===== config.mk =====
export PLATFORM = sky130hd
export DESIGN_NAME = lbpc_prime_unit
export DESIGN_NICKNAME = d
export VERILOG_FILES = /design/src/hw/rtl/lbpc_pkg.sv /design/src/hw/rtl/lbpc_prime_unit.sv
export SDC_FILE = /design/constraint.sdc
export NUM_CORES = 1
export LEC_CHECK = 0
export ABC_AREA = 1
export BUFFER_PORTS_ARGS = -buffer_cell sky130_fd_sc_hd__buf_2
export CAP_MARGIN = 40
export CELL_PAD_IN_SITES_DETAIL_PLACEMENT = 1
export CELL_PAD_IN_SITES_GLOBAL_PLACEMENT = 1
export CORE_AREA = 2 2 84 166
export DETAILED_ROUTE_END_ITERATION = 10
export DIE_AREA = 0 0 86 168
export GPL_TIMING_DRIVEN = 0
export PLACE_DENSITY = 0.84
export SYNTH_ARGS = -nofsm -noshare
export SYNTH_HDL_FRONTEND = slang
export SYNTH_SLANG_ARGS = --single-unit

===== constraint.sdc =====
create_clock -name clk -period 6.96 [get_ports clk]
set_input_delay 1.392 -clock clk [delete_from_list [all_inputs] [get_ports clk]]
set_output_delay 1.392 -clock clk [all_outputs]
set_load 0.02 [all_outputs]

===== src/hw/rtl/lbpc_pkg.sv =====
// Shared constants, codes and interface types of the LIFO prime classifier.
package lbpc_pkg;

  // Stack geometry and data width
  localparam int STACK_DEPTH = 1024;
  localparam int VALUE_BITS  = 24;
  localparam int ADDR_W      = $clog2(STACK_DEPTH);
  localparam int FILL_W      = $clog2(STACK_DEPTH + 1);

  // Fixed field widths of the ports
  localparam int CAP_W       = 11;
  localparam int QUOTA_W     = 20;
  localparam int STATUS_W    = 2;
  localparam int CFG_IDX_W   = 2;
  localparam int CFG_DATA_W  = 20;
  localparam int CMP_W       = (FILL_W > CAP_W) ? FILL_W : CAP_W;

  // Reset values of the configuration
  localparam logic [CAP_W-1:0]   CAP_RESET   = CAP_W'(1024);
  localparam logic [QUOTA_W-1:0] QUOTA_RESET = QUOTA_W'(100000);

  // Trial divisor reaches just past the square root of the largest value
  localparam int DIV_W = (VALUE_BITS + 1) / 2 + 1;
  localparam int SQ_W  = 2 * DIV_W;
  localparam int BIT_W = $clog2(VALUE_BITS);

  // Operation codes
  localparam logic OP_PUSH = 1'b0;
  localparam logic OP_POP  = 1'b1;

  // Result status codes
  localparam logic [STATUS_W-1:0] ST_OK    = 2'd0;
  localparam logic [STATUS_W-1:0] ST_FULL  = 2'd1;
  localparam logic [STATUS_W-1:0] ST_EMPTY = 2'd2;
  localparam logic [STATUS_W-1:0] ST_DONE  = 2'd3;

  // Configuration register indexes
  localparam logic [CFG_IDX_W-1:0] CFG_CAPACITY = 2'd0;
  localparam logic [CFG_IDX_W-1:0] CFG_CONSUME  = 2'd1;

  // Write request into the stack memory
  typedef struct packed {
    logic                  en;
    logic [ADDR_W-1:0]     addr;
    logic [VALUE_BITS-1:0] data;
  } ram_wr_t;

  // Read request into the stack memory
  typedef struct packed {
    logic              en;
    logic [ADDR_W-1:0] addr;
  } ram_rd_t;

  // Verdict of the primality unit
  typedef struct packed {
    logic done;
    logic prime;
  } pu_res_t;

endpackage


===== src/hw/rtl/lbpc_prime_unit.sv =====
// Iterative trial-division primality test with a bit-serial remainder unit.
module lbpc_prime_unit (
  input  logic                            clk,
  input  logic                            rst_n,
  input  logic                            start,
  input  logic [lbpc_pkg::VALUE_BITS-1:0] value,
  output lbpc_pkg::pu_res_t               res
);
  import lbpc_pkg::*;

  localparam logic [1:0] P_IDLE  = 2'd0;
  localparam logic [1:0] P_CHECK = 2'd1;
  localparam logic [1:0] P_DIV   = 2'd2;

  logic [1:0]            state_r, state_nxt;
  logic [VALUE_BITS-1:0] v_r, v_nxt;
  logic [DIV_W-1:0]      d_r, d_nxt;
  logic [SQ_W-1:0]       sq_r, sq_nxt;
  logic [DIV_W-1:0]      rem_r, rem_nxt;
  logic [BIT_W-1:0]      bit_r, bit_nxt;
  logic                  done_r, done_nxt;
  logic                  prime_r, prime_nxt;
  logic [DIV_W:0]        rem_sh;
  logic [DIV_W:0]        rem_sub;
  logic [DIV_W-1:0]      rem_step;
  logic                  sq_over;

  // One restoring division step: shift in the next dividend bit
  assign rem_sh   = {rem_r, v_r[bit_r]};
  assign rem_sub  = rem_sh - {1'b0, d_r};
  assign rem_step = (rem_sh >= {1'b0, d_r}) ? rem_sub[DIV_W-1:0] : rem_sh[DIV_W-1:0];
  // Divisor squared beyond the value: no factor left to find
  assign sq_over  = sq_r > SQ_W'(v_r);

  always_comb begin
    state_nxt = state_r;
    v_nxt     = v_r;
    d_nxt     = d_r;
    sq_nxt    = sq_r;
    rem_nxt   = rem_r;
    bit_nxt   = bit_r;
    done_nxt  = 1'b0;
    prime_nxt = prime_r;
    case (state_r)
      P_IDLE: begin
        if (start) begin
          v_nxt  = value;
          d_nxt  = DIV_W'(2);
          sq_nxt = SQ_W'(4);
          // zero and one are not prime
          if (value < VALUE_BITS'(2)) begin
            done_nxt  = 1'b1;
            prime_nxt = 1'b0;
          end else begin
            state_nxt = P_CHECK;
          end
        end
      end
      P_CHECK: begin
        if (sq_over) begin
          done_nxt  = 1'b1;
          prime_nxt = 1'b1;
          state_nxt = P_IDLE;
        end else begin
          rem_nxt   = '0;
          bit_nxt   = BIT_W'(VALUE_BITS - 1);
          state_nxt = P_DIV;
        end
      end
      P_DIV: begin
        rem_nxt = rem_step;
        bit_nxt = bit_r - BIT_W'(1);
        if (bit_r == '0) begin
          if (rem_step == '0) begin
            done_nxt  = 1'b1;
            prime_nxt = 1'b0;
            state_nxt = P_IDLE;
          end else begin
            // (d+1)^2 = d^2 + 2d + 1
            d_nxt     = d_r + DIV_W'(1);
            sq_nxt    = sq_r + SQ_W'({d_r, 1'b1});
            state_nxt = P_CHECK;
          end
        end
      end
      default: begin
        state_nxt = P_IDLE;
      end
    endcase
  end

  // Control state
  always_ff @(posedge clk) begin
    if (!rst_n) begin
      state_r <= P_IDLE;
      done_r  <= 1'b0;
    end else begin
      state_r <= state_nxt;
      done_r  <= done_nxt;
    end
  end

  // Datapath
  always_ff @(posedge clk) begin
    v_r     <= v_nxt;
    d_r     <= d_nxt;
    sq_r    <= sq_nxt;
    rem_r   <= rem_nxt;
    bit_r   <= bit_nxt;
    prime_r <= prime_nxt;
  end

  assign res.done  = done_r;
  assign res.prime = prime_r;

  // Checks
  a_div_d_min: assert property (@(posedge clk) disable iff (!rst_n)
    (state_r == P_DIV) |-> (d_r >= DIV_W'(2)))
    else $error("trial divisor below two");
  a_done_idle: assert property (@(posedge clk) disable iff (!rst_n)
    done_r |-> (state_r == P_IDLE))
    else $error("verdict while still testing");
  a_div_bit: assert property (@(posedge clk) disable iff (!rst_n)
    (state_r == P_CHECK) && !sq_over |=> (state_r == P_DIV) && (bit_r == BIT_W'(VALUE_BITS - 1)))
    else $error("division not started from the top bit");

endmodule

==> results.md, run 1 <==
- Count of final setup violators: 0
- Drt pass-1 iters: 6
- Synthesized Nets: 821
- Worst endpoint data arrival time: 4.92 ns
- FFs w/ async S/R, synth: 0
- Mapped cell area: 6060 µm²
- Std cell rows: 60
- Num Clock Sinks: 85
- Synth Area in XOR/XNOR: 0.0159
- Sum Neg Setup Slack: 0 ns
- Syn_area_per_cell: 8.23 µm²
- Tightest Hold Check Type: reg -> reg
- Compound-Gate Fraction of Synth Area: 0.128
- Post-DP HPWL: 13200 µm
- Final Hold Viols: 0
- Worst R2R Start: bit_r[0]
- Post-synth EDFFs: 82
- Final instance area: 6750 µm²
- Register area share after synthesis: 0.416
- Flops & latches, synth: 85
- Post-CTS setup buffer count: 0
- Initial antenna violation count: 0
- TritonCTS clock tree: done
- Worst skew pair latency: 0.35 ns
- # fillers: 1603
- Most common library cell in the layout ignoring fill and taps: nand2_1
- Crit start category: register
- Final GP Congestion: 0.839
- Crit Path Category: reg -> reg
- Longest Clk Path Bufs: 2
- Reg2Reg Depth: 23
- CTS H-Tree Depth: 3
- Post-Synthesis Cells: 736
- Die area: 14400 µm²
- Slew @ Worst Pin: 0.829 ns
- CTS root buffer: clkbuf_16
- Gr usage total: 0.247
- CORE AREA: 13300 µm²
- Max cap viols: 0
- Leak: 2.97 nW
- Synth cell types: 45
- CP startpoint: bit_r[0]
- FMAX: 0.205 GHz
- Final nets: 863
- Pwr/cell area: 300 nW/µm²
- First-pass GRT wire length: 28000 µm
- Maximum VDD drop: 186 µV
- FF-to-FF setup slack: 2.09 ns
- Hold buffers post-CTS: 0
- Ports: 29
- Warning count from the yosys run: 0
- Adder-Cell Fraction of Synth Area: 0.122
- Largest net degree at the start of global routing: 22
- Most frequent cells in the layout: nand2_1, inv_1, edfxtp_1
- Detailed Route WL: 16800 µm
- Required @ worst endpoint: 7.01 ns
- Setup crit end kind: register
- RSZ-0062 raised after global routing: no
- Via count: 5230
- Slew margin rel.: 0.447
- Post-route setup slack: 2.09 ns
- Pre-CTS setup slack: 2.17 ns
- Share of layout cells above drive strength 1: 0.0996
- Clk slew on worst S/H paths: 0.06 ns
- Max Fanout on Critical Path: 21
- Status: complete, no violations
- Total grt overflow: 0
- Die X: 86 µm
- Vias per Instance: 5.58
- Crit share post-route: 0.700
- Area grow syn2layout: 11.3%
- Main combinational cell family by area after synthesis: simple AND/OR/NAND/NOR gates
- Placed cell areas: 6490 µm²
- Reg2reg end: sq_r[10]
- I/O Buffers: 28
- Die Ht: 168 µm
- WL/cell: 17.9 µm
- Most common flop cell mapped by yosys: edfxtp_1
- Mux cell area share after synthesis: 0
- Total CTS buffers: 9
- Initial drt markers: 268
- Worst setup endpoint: sq_r[10]
- Slew Viols, Final: 0
- Number of global-route vias before repair: 5617
- Synth Area in Simple Gates: 0.234
- PostCTS Resize Cnt: 0
- Final min period: 4.87 ns
- Initial Util: 0.456
- DRC Markers: 0
- Tot Pwr: 0.00202 W
- Worst Clk Skew: 0.00955 ns
- Ant. Diodes: 0
- Post-route ant nets: 0
==> sequential cells by signal, summed over array words and instances (netlist names) <==
register and cells:
state_r 2, prime_r 1, v_r 24, d_r 13, bit_r 5, done_r 1, sq_r 26, rem_r 13
==> where the power goes <==
part	switching, W	internal, W
sequential	0.0000690	0.000671
clock	0.000201	0.000236
combinational	0.000555	0.000290
==> worst max-delay path, cell delays in order (launching register included) <==
cell and delay [ns]:
edfxtp_1 0.32, buf_2 0.22, clkinv_1 0.30, o21ai_0 0.30, nand3_1 0.10, o21ai_0 0.09
nand2_1 0.13, nand2_1 0.11, ha_1 0.15, inv_1 0.07, fa_1 0.48, nand2_1 0.10
nand2_1 0.06, nand3_1 0.07, nand2_1 0.11, nand2_4 0.17, nand3_4 0.14, buf_12 0.19
o21ai_1 0.20, nor2_1 0.11, nand3_2 0.14, nand2_2 0.11, a21oi_4 0.64, buf_16 0.25
==> cells by family after synthesis <==
family	after synthesis
buf+inv	128
compound gates	142
fa+ha+maj	58
simple gates	312
xor+xnor	11
flops	85
==> worst min-delay path by stage <==
stage,start,endpoint,slack [ns],cells past startpoint
2_1_floorplan,state_r[1],state_r[1],0.48,2
3_3_place_gp,state_r[1],state_r[1],0.50,2
3_5_place_dp,state_r[1],state_r[1],0.52,2
4_1_cts,state_r[1],state_r[1],0.52,2
5_1_grt,state_r[0],state_r[0],0.55,2
6_report,state_r[1],state_r[1],0.52,2
==> metal layers <==
metal  wire (µm)  GRT usage  share of wire
met5           0          0              0
met4         413     0.0959          0.025
met3         427     0.0284          0.025
met2        8540      0.417           0.51
met1        7380      0.319           0.44
==> area by class of cell <==
cell class / count / area (µm²) / share of cell area
multi-input cells: 523 / 3040 / 0.451
flip-flops and latches: 85 / 2520 / 0.374
inverters: 117 / 439 / 0.0651
clock buffers: 9 / 225 / 0.0334
repair buffers: 31 / 223 / 0.0330
well taps: 155 / 194 / 0.0287
plain buffers: 11 / 66.3 / 0.00983
clock inverters: 7 / 32.5 / 0.00482
==> Yosys cell counts, drive strengths merged (2+ instances only) <==
| master | number | area (µm²) |
|---|---|---|
| nor2 | 59 | 234 |
| clkbuf | 7 | 26.3 |
| a21oi | 79 | 418 |
| nor3 | 20 | 110 |
| dfxtp | 3 | 60.1 |
| inv | 114 | 428 |
| nand3b | 3 | 22.5 |
| edfxtp | 82 | 2460 |
| xor2 | 7 | 61.3 |
| fa | 2 | 40.0 |
| clkinv | 3 | 11.3 |
| a211oi | 2 | 15.0 |
| nor4 | 6 | 37.5 |
| xnor2 | 4 | 35.0 |
| nand2 | 160 | 633 |
| a31oi | 2 | 12.5 |
| or2 | 2 | 12.5 |
| o221ai | 2 | 17.5 |
| and2 | 2 | 15.0 |
| o21a | 5 | 37.5 |
| buf | 4 | 40.0 |
| nand4 | 14 | 87.6 |
| o21ai | 46 | 230 |
| nand3 | 45 | 260 |
| ha | 56 | 701 |
| o21bai | 2 | 15.0 |
==> through the flow <==
| stage | instances | utilization | hold slack [ns] |
|---|---|---|---|
| 2_1_floorplan | 736 | - | 0.477 |
| 3_3_place_gp | 919 | 0.481 | 0.501 |
| 3_5_place_dp | 922 | 0.488 | 0.516 |
| 4_1_cts | 938 | 0.508 | 0.524 |
| 5_1_grt | 938 | 0.508 | 0.548 |
| 6_report | 938 | 0.508 | 0.516 |
No activity file was read; power rests on OpenSTA's default activity.
==> inputs of run 2 (changes only) <==
--- a/config.mk
+++ b/config.mk
@@ -5,7 +5,7 @@
 export SDC_FILE = /design/constraint.sdc
 export NUM_CORES = 1
 export LEC_CHECK = 0
-export ABC_AREA = 1
+export ABC_AREA = 0
 export BUFFER_PORTS_ARGS = -buffer_cell sky130_fd_sc_hd__buf_2
 export CAP_MARGIN = 40
 export CELL_PAD_IN_SITES_DETAIL_PLACEMENT = 1
@@ -14,7 +14,7 @@
 export DETAILED_ROUTE_END_ITERATION = 10
 export DIE_AREA = 0 0 86 168
 export GPL_TIMING_DRIVEN = 0
-export PLACE_DENSITY = 0.84
+export PLACE_DENSITY = 0.81
 export SYNTH_ARGS = -nofsm -noshare
 export SYNTH_HDL_FRONTEND = slang
 export SYNTH_SLANG_ARGS = --single-unit
==> constraint.sdc (replaced) <==
create_clock -name clk -period 4.3 [get_ports clk]
set_input_delay 0.86 -clock clk [delete_from_list [all_inputs] [get_ports clk]]
set_output_delay 0.86 -clock clk [all_outputs]
set_load 0.02 [all_outputs]
==> results.md, run 2 <==
- Status: finished with violations
- Failing checks: setup timing
- Fin Hold WS: 0.588 ns (+0.0718 ns)
- Initial Util: 0.436 (-0.0201)
- CTS root buffer: clkbuf_16
- Die Ht: 168 µm (unchanged)
- Worst skew pair latency: 0.35 ns (about the same)
- Clk slew on worst S/H paths: 0.07 ns (about the same)
- Via count: 4615 (-12%)
- First-pass GRT wire length: 25600 µm (-8.5%)
- RSZ-0062 raised after global routing: yes
- Number of global-route vias before repair: 4894 (-13%)
- Max FFs per register: 26 (unchanged)
- Slew margin rel.: 0.423 (-0.0248)
- Tightest Hold Check Type: reg -> reg
- Count of final setup violators: 42 (+42)
- Initial drt markers: 181 (-32%)
- Warning count from the yosys run: 0 (unchanged)
- Final nets: 707 (-18%)
- Setup crit end kind: register
- Total CTS buffers: 9 (unchanged)
- CTS H-Tree Depth: 3 (unchanged)
- Synth top area share: 0.425 (+0.0187)
- WL/cell: 20.9 µm (+17%)
- CORE AREA: 13300 µm² (unchanged)
- Hold buffers post-CTS: 0 (unchanged)
- Met1 GRT Util: 0.304 (-0.0151)
- Largest regs: sq_r: 26 flops, v_r: 24 flops
- Detailed Route WL: 16400 µm (-2.4%)
- Ports: 29 (unchanged)
- Std cell rows: 60 (unchanged)
- Ant. Diodes: 0 (unchanged)
- FFs w/ async S/R, synth: 0 (unchanged)
- Final Hold Viols: 0 (unchanged)
- Slew Viols, Final: 0 (unchanged)
- Leak: 2.77 nW (-6.8%)
- Drt pass-1 iters: 6 (unchanged)
- I/O Buffers: 28 (unchanged)
- Most common flop cell mapped by yosys: edfxtp_1
- Vias per Instance: 5.90 (+5.8%)
- Synth cell types: 60 (+33%)
- Grt met3 use: 0.0324 (+0.00392)
- Post-Synthesis Cells: 563 (-24%)
- Post-synth top area cell: edfxtp_1
- Largest cells by area after synthesis: edfxtp_1, ha_1, xnor2_1
- Worst Clk Skew: 0.0119 ns (+0.00232 ns)
- Max Fanout on Critical Path: 15 (-29%)
- Slew @ Worst Pin: 0.866 ns (+0.0372 ns)
- Worst endpoint data arrival time: 4.80 ns (-0.12 ns)
- Required @ worst endpoint: 4.40 ns (-2.61 ns)
- TritonCTS clock tree: done
- Most frequent cells in the layout: edfxtp_1, ha_1, nand2_1
- Synth top cells by count: edfxtp_1, ha_1, nand2_1, inv_1, nor2_1
- Post-route ant nets: 0 (unchanged)
- Num Clock Sinks: 85 (unchanged)
- Met2 GRT Util: 0.372 (-0.0448)
- DRC Markers: 0 (unchanged)
- Die area: 14400 µm² (unchanged)
- Crit Path Category: reg -> reg
- Most common cell in the netlist: edfxtp_1
- Die X: 86 µm (unchanged)
- Share of layout cells above drive strength 1: 0.163 (+0.0631)
- Post-DP HPWL: 12100 µm (-8.7%)
- Post-synth EDFFs: 82 (unchanged)
- Pwr/cell area: 675 nW/µm² (+130%)
- Post-route setup slack: -0.399 ns (-2.49 ns)
- Crit start category: register
- Tot Pwr: 0.00456 W (+130%)
- Total grt overflow: 0 (unchanged)
- Final min period: 4.70 ns (-0.171 ns)
- Gr usage total: 0.230 (-0.0170)
- Area grow syn2layout: 16.6%
- Maximum VDD drop: 409 µV (+120%)
- Most common library cell in the layout ignoring fill and taps: edfxtp_1
- Initial antenna violation count: 0 (unchanged)
- GRT Max-Usage Layer: met2
- FMAX: 0.213 GHz (+3.6%)
- Register area share after synthesis: 0.435 (+0.0191)
- Crit share post-route: 1.09 (+0.393)
- Flops & latches, synth: 85 (unchanged)
- Largest net degree at the start of global routing: 25 (+14%)
- # fillers: 1463 (-8.7%)
- Biggest register: sq_r
- Mapped cell area: 5790 µm² (-4.4%)
- Max cap viols: 0 (unchanged)
- Synthesized Nets: 648 (-21%)
- Final GP Congestion: 0.817 (-2.6%)
- Syn_area_per_cell: 10.3 µm² (+25%)
- Longest Clk Path Bufs: 2 (unchanged)
## run 2: cell types whose count changed after synthesis, moves of 8 or more
| cell | previous run | this run |
|---|---|---|
| o21ai_0 | 43 | 21 |
| nand2_2 | 10 | 0 |
| xnor2_1 | 4 | 24 |
| nand3_1 | 41 | 12 |
| or3_1 | 0 | 8 |
| inv_1 | 112 | 48 |
| a21o_1 | 0 | 14 |
| nor2b_1 | 0 | 8 |
| nand2_1 | 149 | 51 |
| a21oi_1 | 75 | 35 |
| and3_1 | 0 | 10 |
| nand4_1 | 14 | 6 |
## run 2: stage by stage
stage | cell area [µm²] | setup slack [ns] | TNS, ns | instances | utilization
after detailed placement | 6220 | -0.869 | -31.63 | 749 | 0.468
after global placement | 6140 | -1.09 | -42.91 | 746 | 0.462
final | 6760 | -0.399 | -16.00 | 782 | 0.509
after CTS | 6670 | -0.292 | -11.28 | 775 | 0.502
after floorplan | 5810 | -0.204 | -7.97 | 563 | -
after global routing | 6760 | -0.485 | -19.70 | 782 | 0.509
## run 2: timing repair
item / 4_1_cts / 5_1_grt
gates resized for setup: 9 / 8
endpoints found under the setup margin: 47 / 52
setup buffers: 11 / 5
gates cloned: 0 / 2
pin swaps: 3 / 0
## run 2: kinds of logic after synthesis
kind of cell / Yosys count / synth area share
buffers and inverters: 60 / 0.0428
AOI/OAI and AO/OA: 118 / 0.137
adders and majority gates: 58 / 0.128
muxes: 9 / 0.0361
xor gates and xnor gates: 33 / 0.0499
DFF: 85 / 0.435
and+or+nand+nor: 200 / 0.171
## run 2: critical path, stage by stage (launching register included)
cell	delay [ns]
edfxtp_1	0.34
buf_6	0.14
mux4_2	0.53
mux4_2	0.51
mux2i_4	0.22
ha_2	0.24
inv_2	0.05
fa_2	0.37
a21oi_4	0.18
o21bai_4	0.09
a21oi_2	0.16
xnor2_1	0.11
or4_4	0.46
o41ai_4	0.26
and3_4	0.24
and3_4	0.21
o22ai_4	0.12
buf_12	0.22
## run 2: per-layer routing
layer  routed length, µm  up-vias
li1                    -     2192
met1                7000     2288
met2                8240      104
met3                 645       31
met4                 482        0
met5                   0        -
## run 2: power breakdown
| group | internal [W] | switching, W | total, W |
|---|---|---|---|
| clock network | 0.000459 | 0.000346 | 0.000805 |
| logic | 0.000982 | 0.00136 | 0.00234 |
| registers | 0.00121 | 0.000208 | 0.00142 |
| total | 0.00265 | 0.00191 | 0.00456 |
## run 2: worst paths after layout
path / from / slack [ns] / endpoint / cells after the start
min: sq_r[0] / 0.59 / sq_r[0] / 1
max: bit_r[1] / -0.40 / d_r[8] / 17
min reg2reg: sq_r[0] / 0.59 / sq_r[0] / 1
max reg2reg: bit_r[1] / -0.40 / d_r[8] / 17
## run 2: area by class of cell
class / count / area, µm² / area share
clock inverter: 7 / 78.8 / 0.0117
buffer: 11 / 65.1 / 0.00963
inverter: 48 / 180 / 0.0267
multi-input combinational: 418 / 3110 / 0.461
sequential: 85 / 2520 / 0.373
clock buffer: 9 / 225 / 0.0333
timing repair buffer: 49 / 379 / 0.0561
tap: 155 / 194 / 0.0287
==> inputs of run 3 (changes only) <==
--- a/config.mk
+++ b/config.mk
@@ -14,7 +14,7 @@
 export DETAILED_ROUTE_END_ITERATION = 10
 export DIE_AREA = 0 0 86 168
 export GPL_TIMING_DRIVEN = 0
-export PLACE_DENSITY = 0.81
+export PLACE_DENSITY_LB_ADDON = 0.1
 export SYNTH_ARGS = -nofsm -noshare
 export SYNTH_HDL_FRONTEND = slang
 export SYNTH_SLANG_ARGS = --single-unit
==> results.md, run 3 (same netlist as run 2, synthesis figures left out) <==
- Status: finished with violations
- Failing checks: setup timing
- Finished Core Util: 0.511 (+0.00226)
- Combinational Power Share: 0.504 (-0.009)
- CTS H-Tree Depth: 3 (unchanged)
- Initial antenna violation count: 0 (unchanged)
- I/O Buffers: 28 (unchanged)
- Maximum VDD drop: 342 µV (-17%)
- Largest net degree at the start of global routing: 19 (-24%)
- Tightest Hold Check Type: reg -> reg
- Slew margin rel.: 0.457 (+0.0339)
- Switching Share: 0.404 (-0.0152)
- Ports: 29 (unchanged)
- Detailed Route WL: 15600 µm (-4.6%)
- CP startpoint: bit_r[1]
- Final min period: 4.73 ns (+0.0278 ns)
- Slew Viols, Final: 0 (unchanged)
- Initial drt markers: 221 (+22%)
- Max cap viols: 0 (unchanged)
- Post-route setup slack: -0.427 ns (-0.0278 ns)
- Sw Pwr: 0.00186 W (-2.8%)
- CORE AREA: 13300 µm² (unchanged)
- Gr usage total: 0.224 (-0.00574)
- Worst setup endpoint: d_r[12]
- Vias per Instance: 5.76 (-2.3%)
- Worst skew pair latency: 0.35 ns (about the same)
- Worst endpoint data arrival time: 4.78 ns (-0.02 ns)
- Total CTS buffers: 9 (unchanged)
- Int Power: 0.00274 W (+3.5%)
- Setup crit end kind: register
- Clock power frac: 0.191 (+0.015)
- Initial Util: 0.436 (unchanged)
- Sum Neg Setup Slack: -16.66 ns (-0.661 ns)
- Ant. Diodes: 0 (unchanged)
- Fin Hold WS: 0.591 ns (+0.00255 ns)
- RSZ-0062 raised after global routing: yes
- Die area: 14400 µm² (unchanged)
- Hold buffers post-CTS: 0 (unchanged)
- Max Fanout on Critical Path: 18 (+3)
- Biggest register: sq_r
- Post-DP HPWL: 11700 µm (-3.1%)
- Num Clock Sinks: 85 (unchanged)
- Share of layout cells above drive strength 1: 0.160 (-0.00268)
- Crit share post-route: 1.10 (+0.00646)
- FF-to-FF setup slack: -0.43 ns (-0.03 ns)
- Most frequent cells in the layout: edfxtp_1, ha_1, nand2_1
- Worst Clk Skew: 0.0128 ns (+0.000937 ns)
- Reg2reg end: d_r[12]
- Pwr/cell area: 678 nW/µm² (+0.45%)
- Longest Clk Path Bufs: 2 (unchanged)
- Slew @ Worst Pin: 0.815 ns (-0.0508 ns)
- Post-route ant nets: 0 (unchanged)
- Number of global-route vias before repair: 4670 (-4.6%)
- Required @ worst endpoint: 4.35 ns (-0.05 ns)
- First-pass GRT wire length: 24700 µm (-3.7%)
- Final Hold Viols: 0 (unchanged)
- Largest regs: sq_r: 26 flops, v_r: 24 flops
- Flop pwr share: 0.305 (-0.005)
- WL/cell: 20.0 µm (-4.4%)
- Crit start category: register
- Leak: 2.78 nW (+0.56%)
- Area grow syn2layout: 17.2%
- Reg2Reg Depth: 18 (+1)
- FMAX: 0.212 GHz (-0.59%)
- Crit Path Category: reg -> reg
- Total grt overflow: 0 (unchanged)
- Via count: 4496 (-2.6%)
- Die X: 86 µm (unchanged)
- Tot Pwr: 0.00460 W (+0.89%)
- Count of final setup violators: 42 (unchanged)
- CTS root buffer: clkbuf_16
- Final GP Congestion: 0.836 (+2.3%)
- Die Ht: 168 µm (unchanged)
- TritonCTS clock tree: done
- Drt pass-1 iters: 4 (-2)
- Max FFs per register: 26 (unchanged)
- Std cell rows: 60 (unchanged)
- Clk slew on worst S/H paths: 0.07 ns (about the same)
- DRC Markers: 0 (unchanged)
- Worst R2R Start: bit_r[1]
- Final nets: 705 (-0.28%)
- Most common library cell in the layout ignoring fill and taps: edfxtp_1
## run 3: worst min path at each step
stage                 start  endpoint  slack (ns)  cells past startpoint
floorplan           sq_r[0]   sq_r[0]        0.55                      1
global placement    sq_r[0]   sq_r[0]        0.57                      1
detailed placement  sq_r[0]   sq_r[0]        0.60                      1
CTS                 sq_r[0]   sq_r[0]        0.61                      1
global route        sq_r[0]   sq_r[0]        0.63                      1
finish              sq_r[0]   sq_r[0]        0.59                      1
## run 3: per-layer routing
metal / vias to the layer above / global-route usage / part of all wire
li1: 2181 / - / -
met1: 2234 / 0.287 / 0.45
met2: 62 / 0.384 / 0.51
met3: 19 / 0.0294 / 0.021
met4: 0 / 0.0766 / 0.021
met5: - / 0 / 0
## run 3: area by class of cell
| type | instances | area [µm²] |
|---|---|---|
| fill | 1460 | 6500 |
| multi-input combinational | 418 | 3110 |
| sequential | 85 | 2520 |
| timing repair buffer | 47 | 387 |
| clock buffer | 9 | 225 |
| tap | 155 | 194 |
| inverter | 48 | 180 |
| clock inverter | 7 | 103 |
| buffer | 11 | 71.3 |
## run 3: critical path, stage by stage, from the launching register on
cell and delay [ns]:
edfxtp_1 0.34, buf_6 0.14, mux4_2 0.51, mux4_2 0.52, mux2i_4 0.22, ha_2 0.24
inv_2 0.04, fa_2 0.37, a21oi_4 0.15, o21bai_2 0.11, a41o_1 0.24, buf_4 0.15
xor2_1 0.33, o41ai_4 0.14, and3_1 0.20, and3_4 0.21, o22ai_4 0.19, buf_12 0.15
buf_12 0.15
## run 3: per-stage QoR
| step | std cells | area, µm² | worst slack [ns] |
|---|---|---|---|
| finish | 780 | 6790 | -0.427 |
| global route | 780 | 6790 | -0.601 |
| CTS | 778 | 6750 | -0.423 |
| detailed placement | 749 | 6200 | -0.981 |
| global placement | 746 | 6140 | -1.24 |
| floorplan | 563 | 5810 | -0.204 |
## run 3: power by group through the flow
stage	Combinational (W)	Clock [W]	Sequential, W
after floorplan	0.00147	0	0.00134
after global placement	0.00188	0	0.00143
after detailed placement	0.00197	0	0.00142
after CTS	0.00224	0.000889	0.00141
after global routing	0.00257	0.000912	0.00143
final	0.00232	0.000880	0.00140
## run 3: repair_timing
action	in CTS	in global routing
buffers inserted	12	2
hold endpoints to repair	0	0
gates cloned	2	0
pin swaps	2	2
resized for setup	14	6
setup endpoints to repair	52	52
